--- src/design/tsc_pkg.sv ---
`timescale 1ns / 1ps
`default_nettype none
// ----------------------------------------------------------------------------
// tsc_pkg
// Shared types, constants and the time scale table for the time scale
// converter.
// ----------------------------------------------------------------------------
package tsc_pkg;

  localparam int W           = 64;
  localparam int ROWS        = 9;
  localparam int COLS        = 11;
  localparam int NCELL       = 64;
  localparam int SCALE_COUNT_DEF = 9;

  typedef logic signed [W-1:0] word_t;

  // Opcodes.
  localparam logic [1:0] OP_TO_UNIV   = 2'd0;
  localparam logic [1:0] OP_FROM_UNIV = 2'd1;
  localparam logic [1:0] OP_READ      = 2'd2;

  // Table columns.
  localparam logic [3:0] COL_UNITS = 4'd0;
  localparam logic [3:0] COL_OFF   = 4'd1;
  localparam logic [3:0] COL_FMIN  = 4'd2;
  localparam logic [3:0] COL_FMAX  = 4'd3;
  localparam logic [3:0] COL_TMIN  = 4'd4;
  localparam logic [3:0] COL_TMAX  = 4'd5;
  localparam logic [3:0] COL_OFFP1 = 4'd6;
  localparam logic [3:0] COL_OFFM1 = 4'd7;
  localparam logic [3:0] COL_RND   = 4'd8;
  localparam logic [3:0] COL_MINR  = 4'd9;
  localparam logic [3:0] COL_MAXR  = 4'd10;

  localparam word_t I64MIN = 64'sh8000_0000_0000_0000;
  localparam word_t I64MAX = 64'sh7fff_ffff_ffff_ffff;

  typedef enum logic [1:0] {
    MODE_PASS,
    MODE_MUL,
    MODE_DIV
  } mode_t;

  // One row of the scale table.
  typedef struct packed {
    word_t units;
    word_t off;
    word_t fmin;
    word_t fmax;
    word_t tmin;
    word_t tmax;
    word_t offp1;
    word_t offm1;
    word_t rnd;
    word_t minr;
    word_t maxr;
  } scale_row_t;

  // Beat state carried along the cell chain.
  typedef struct packed {
    logic  vld;
    logic  err;
    mode_t mode;
    logic  neg;
    word_t off;
    word_t units;
    word_t acc;
    word_t x;
  } cell_t;

  function automatic scale_row_t get_row(input logic [3:0] r);
    scale_row_t row;
    row = '0;
    unique case (r)
      4'd0, 4'd2: begin
        row = '{64'sd10000, 64'sd62135769600000, -64'sd984472973285477,
                64'sd860201434085477, -64'sd9223372036854774999,
                64'sd9223372036854774999, 64'sd62135769600001,
                64'sd62135769599999, 64'sd5000, -64'sd9223372036854770808,
                64'sd9223372036854770807};
      end
      4'd1: begin
        row = '{64'sd10000000, 64'sd62135769600, -64'sd984472973285,
                64'sd860201434085, I64MIN, I64MAX, 64'sd62135769601,
                64'sd62135769599, 64'sd5000000, -64'sd9223372036849775808,
                64'sd9223372036849775807};
      end
      4'd3: begin
        row = '{64'sd1, 64'sd504912960000000000, I64MIN,
                64'sd8718459076854775807, -64'sd8718459076854775808, I64MAX,
                64'sd504912960000000000, 64'sd504912960000000000, 64'sd0,
                I64MIN, I64MAX};
      end
      4'd4: begin
        row = '{64'sd1, 64'sd0, I64MIN, I64MAX, I64MIN, I64MAX, 64'sd0,
                64'sd0, 64'sd0, I64MIN, I64MAX};
      end
      4'd5: begin
        row = '{64'sd10000000, 64'sd60052924800, -64'sd982390128485,
                64'sd862284278885, I64MIN, I64MAX, 64'sd60052924801,
                64'sd60052924799, 64'sd5000000, -64'sd9223372036849775808,
                64'sd9223372036849775807};
      end
      4'd6: begin
        row = '{64'sd10000000, 64'sd63114076800, -64'sd985451280485,
                64'sd859223126885, I64MIN, I64MAX, 64'sd63114076801,
                64'sd63114076799, 64'sd5000000, -64'sd9223372036849775808,
                64'sd9223372036849775807};
      end
      4'd7, 4'd8: begin
        row = '{64'sd864000000000, 64'sd693596, -64'sd11368795, 64'sd9981603,
                I64MIN, I64MAX, 64'sd693597, 64'sd693595, 64'sd432000000000,
                -64'sd9223371604854775808, 64'sd9223371604854775807};
      end
      default: begin
        row = '0;
      end
    endcase
    return row;
  endfunction

  function automatic word_t get_col(input scale_row_t row, input logic [3:0] c);
    word_t v;
    v = '0;
    unique case (c)
      COL_UNITS: v = row.units;
      COL_OFF:   v = row.off;
      COL_FMIN:  v = row.fmin;
      COL_FMAX:  v = row.fmax;
      COL_TMIN:  v = row.tmin;
      COL_TMAX:  v = row.tmax;
      COL_OFFP1: v = row.offp1;
      COL_OFFM1: v = row.offm1;
      COL_RND:   v = row.rnd;
      COL_MINR:  v = row.minr;
      COL_MAXR:  v = row.maxr;
      default:   v = '0;
    endcase
    return v;
  endfunction

endpackage
`default_nettype wire

--- src/design/tsc_cell.sv ---
`timescale 1ns / 1ps
`default_nettype none
// ----------------------------------------------------------------------------
// tsc_cell
// One step of the chain: a shift-add multiply step on multiplier bit IDX, or
// one restoring divide step that produces one quotient bit.
// ----------------------------------------------------------------------------
module tsc_cell import tsc_pkg::*; #(
  parameter int IDX = 0
) (
  input  wire logic  clk,
  input  wire logic  rst,
  input  wire cell_t din,
  output cell_t      dout
);

  localparam int IW = $clog2(W);

  logic [W:0]   rs;
  logic         ge;
  logic [W-1:0] acc_next;
  logic [W-1:0] x_next;

  // Step arithmetic for the current beat.
  always_comb begin
    rs       = {din.acc, din.x[W-1]};
    ge       = rs >= {1'b0, din.units};
    acc_next = din.acc;
    x_next   = din.x;
    unique case (din.mode)
      MODE_MUL: begin
        if (din.units[IW'(IDX)]) begin
          acc_next = din.acc + (din.x << IDX);
        end
      end
      MODE_DIV: begin
        acc_next = ge ? W'(rs - {1'b0, din.units}) : rs[W-1:0];
        x_next   = {din.x[W-2:0], ge};
      end
      default: begin
        acc_next = din.acc;
      end
    endcase
  end

  // Hand the beat to the next cell.
  always_ff @(posedge clk) begin
    if (rst) begin
      dout.vld <= 1'b0;
    end else begin
      dout.vld <= din.vld;
    end
    dout.err   <= din.err;
    dout.mode  <= din.mode;
    dout.neg   <= din.neg;
    dout.off   <= din.off;
    dout.units <= din.units;
    dout.acc   <= acc_next;
    dout.x     <= x_next;
  end

endmodule
`default_nettype wire

--- config.mk ---
export PLATFORM = sky130hd
export DESIGN_NAME = tsc_cell
export DESIGN_NICKNAME = d
export VERILOG_FILES = /design/src/design/tsc_pkg.sv /design/src/design/tsc_cell.sv
export SDC_FILE = /design/constraint.sdc
export NUM_CORES = 1
export LEC_CHECK = 0
export ABC_CLOCK_PERIOD_IN_PS = 5400
export BUFFER_PORTS_ARGS = -buffer_cell sky130_fd_sc_hd__buf_2
export CAP_MARGIN = 20
export CORE_AREA = 2 2 201 203
export CTS_CLUSTER_DIAMETER = 50
export DETAILED_ROUTE_END_ITERATION = 16
export DIE_AREA = 0 0 203 205
export GPL_TIMING_DRIVEN = 0
export PLACE_DENSITY = 0.65
export REMOVE_ABC_BUFFERS = 1
export SYNTH_ARGS = -nofsm -noshare
export SYNTH_HDL_FRONTEND = slang
export SYNTH_SLANG_ARGS = --single-unit
--- constraint.sdc ---
create_clock -name clk -period 5.4 [get_ports clk]
set_input_delay 0.81 -clock clk [delete_from_list [all_inputs] [get_ports clk]]
set_output_delay 0.81 -clock clk [all_outputs]
set_load 0.01 [all_outputs]
==> impl_metrics.json <==
{
  "top_regs": "dout: 261 flops",
  "start_kind": "primary input",
  "synthTopCellsByArea": "dfxtp_1 (33%), ha_1 (10%), a21oi_1 (5.8%)",
  "routed_wl_um": 59100,
  "clk_pin_slew_ns": 0.06,
  "largest-register": "dout",
  "dpl.hpwl_um": 48000,
  "worst_ep_arrival_time_ns": 5.35,
  "max_freq_mhz": 201,
  "area_growth_pct": 27.3,
  "cts_setup_buffers": 0,
  "synth_common_cells": "dfxtp_1 (261), a21oi_1 (181), inv_1 (134)",
  "port_buffers": 523,
  "grt-ovfl-total": 0,
  "cp_slowest_cell": "a31oi_1",
  "slowest_delay_ns": 0.67,
  "async_flop_share": 0,
  "netlist_area_um2": 15600,
  "rows": 73,
  "ant_nets": 0,
  "power_density_nw_per_um2": 313,
  "fillers": 3936,
  "start_util": 0.397,
  "timing.max_cap.violations": 0,
  "synth_sequential_area_ratio": 0.334,
  "finalCritPeriodShare": 0.920,
  "numClockSinks": 261,
  "core_um2": 39400,
  "grt_max_degree": 43,
  "synth_edf_count": 0,
  "cp_cell_sequence": "buf_2 -> ha_1 -> fa_1 -> a211oi_1 -> o21ai_0 -> a31oi_1 -> nand2_1 -> a21boi_1 -> a21oi_1 -> a31oi_1 -> o21ai_0 -> xor2_1 -> a222oi_1 -> o21ai_1",
  "setup_viol": 0,
  "status": "finished, final reports clean",
  "die_w_um": 203,
  "hold-path-endpoint": "dout[204]",
  "worstSetupPathType": "in2reg",
  "netlist_instances": 1861,
  "p_leak_uw": 0.00945,
  "tns_ns": 0,
  "cts_buffers": 35,
  "htreeDepth": 2,
  "rsz0062_at_grt": "no",
  "fin_ws_ns": 0.434,
  "path_depth": 14,
  "syn_avg_cell_area_um2": 8.41,
  "cp_max_fo": 6,
  "irDropWorstVdd_mv": 0.250,
  "die-area_um2": 41600,
  "grt_pass1_vias": 15300,
  "grt_pass1_wl_um": 87100,
  "register_area_um2": 5230,
  "synth.distinct_cells": 77,
  "yosysTopAreaCell": "dfxtp_1",
  "holdPathStages": 1,
  "grt_usage": 0.271,
  "final_nets": 2727,
  "required_ns": 5.79,
  "dr.pass1.iters": 6,
  "ios": 524,
  "cts_tree": "yes",
  "synth-seq-cells": 261,
  "multi_input_area_um2": 9560,
  "hold_violations": 0,
  "drt_iter0_markers": 1144,
  "die_h_um": 205,
  "grt_antenna_before_repair": 7,
  "via_per_inst": 5.45,
  "drc": 0,
  "largest_reg_flops": 261,
  "cts_root_buf": "clkbuf_16",
  "slew_violations": 0,
  "power_uw": 6240,
  "ys_warn_count": 0,
  "fin_crit_ns": 4.97,
  "cts_resized": 0,
  "synth.most_common_cell": "dfxtp_1",
  "holdBufCountCts": 0,
  "gp_congestion": 0.913,
  "cp_num_buf_inv": 1,
  "via_count": 15700,
  "synth_top_flop_cell": "dfxtp_1",
  "synth_top_area_frac": 0.334,
  "clockBufferDepth": 3,
  "wl_per_cell_um": 20.5,
  "slew_headroom": 0.311,
  "worstSetupEndpointType": "register",
  "min_from": "din[204]",
  "worst_pin_slew_ns": 1.03,
  "hp-class": "in2reg",
  "drive_above_1_share": 0.286,
  "crit_family": "compound AO/OA/AOI/OAI gates",
  "dp_slack_ns": 0.0198
}
-- power by group --
part	total (uW)	switching [uW]	internal [uW]
Combinational	1780	1080	705
Sequential	2130	40.7	2080
Clock	2340	908	1430
-- cell type report --
type / count / share of cell area
Sequential cell: 261 / 0.262
Clock inverter: 14 / 0.00823
Antenna cell: 6 / 0.000754
Timing Repair Buffer: 529 / 0.138
Clock buffer: 47 / 0.0524
Tap cell: 525 / 0.0330
Inverter: 135 / 0.0254
Multi-Input combinational cell: 1371 / 0.480
-- cell usage in the layout (no fill, tap or decap), types with 18 or more instances in the layout --
master	synthesis	routed
mux2_2	63	63
clkbuf_16	0	37
o21ai_1	43	43
o21bai_1	23	23
a211oi_1	18	18
nand4_1	42	42
o22ai_1	34	34
a22oi_1	39	39
a21oi_1	181	181
nand3_1	25	25
a21o_1	58	58
nand2_1	122	120
mux2i_1	19	19
ha_1	129	127
inv_1	134	134
nor2_1	124	124
dfxtp_1	261	261
buf_2	8	523
xnor2_1	62	62
o21ai_0	106	106
o211ai_1	22	22
xor2_1	53	53
-- how the worst max path moves through the flow --
stage,start,end
after CTS,din[64],dout[118]
after global placement,din[257],dout[121]
after floorplan,din[138],dout[127]
after detailed placement,din[64],dout[118]
after global routing,din[64],dout[118]
final,din[64],dout[118]
-- per-layer routing --
metal	up-vias	GRT usage	wire (um)
li1	7712	-	-
met1	7331	0.332	24500
met2	594	0.471	28500
met3	101	0.0428	3870
met4	2	0.116	2200
met5	-	0	9
-- kinds of logic (layout without fill, tap and decap cells) --
kind of cell,after synthesis,count (layout),share of synthesized area
mux,82,82,0.0575
buf+inv,229,725,0.0565
compound gates,638,638,0.260
simple gates,405,405,0.122
xor+xnor,115,115,0.0644
fa+ha+maj,131,131,0.106
flops,261,261,0.334
other cells,0,6,0
-- per-stage QoR --
step | utilization | cells | hold slack [ns] | area, um^2
2_1_floorplan | - | 1767 | 0.838 | 15300
3_3_place_gp | 0.471 | 2815 | 0.913 | 18500
3_5_place_dp | 0.475 | 2821 | 0.914 | 18700
4_1_cts | 0.506 | 2882 | 0.343 | 19900
5_1_grt | 0.506 | 2886 | 0.354 | 19900
6_report | 0.506 | 2888 | 0.370 | 19900
(Power assumes the default switching activity.)
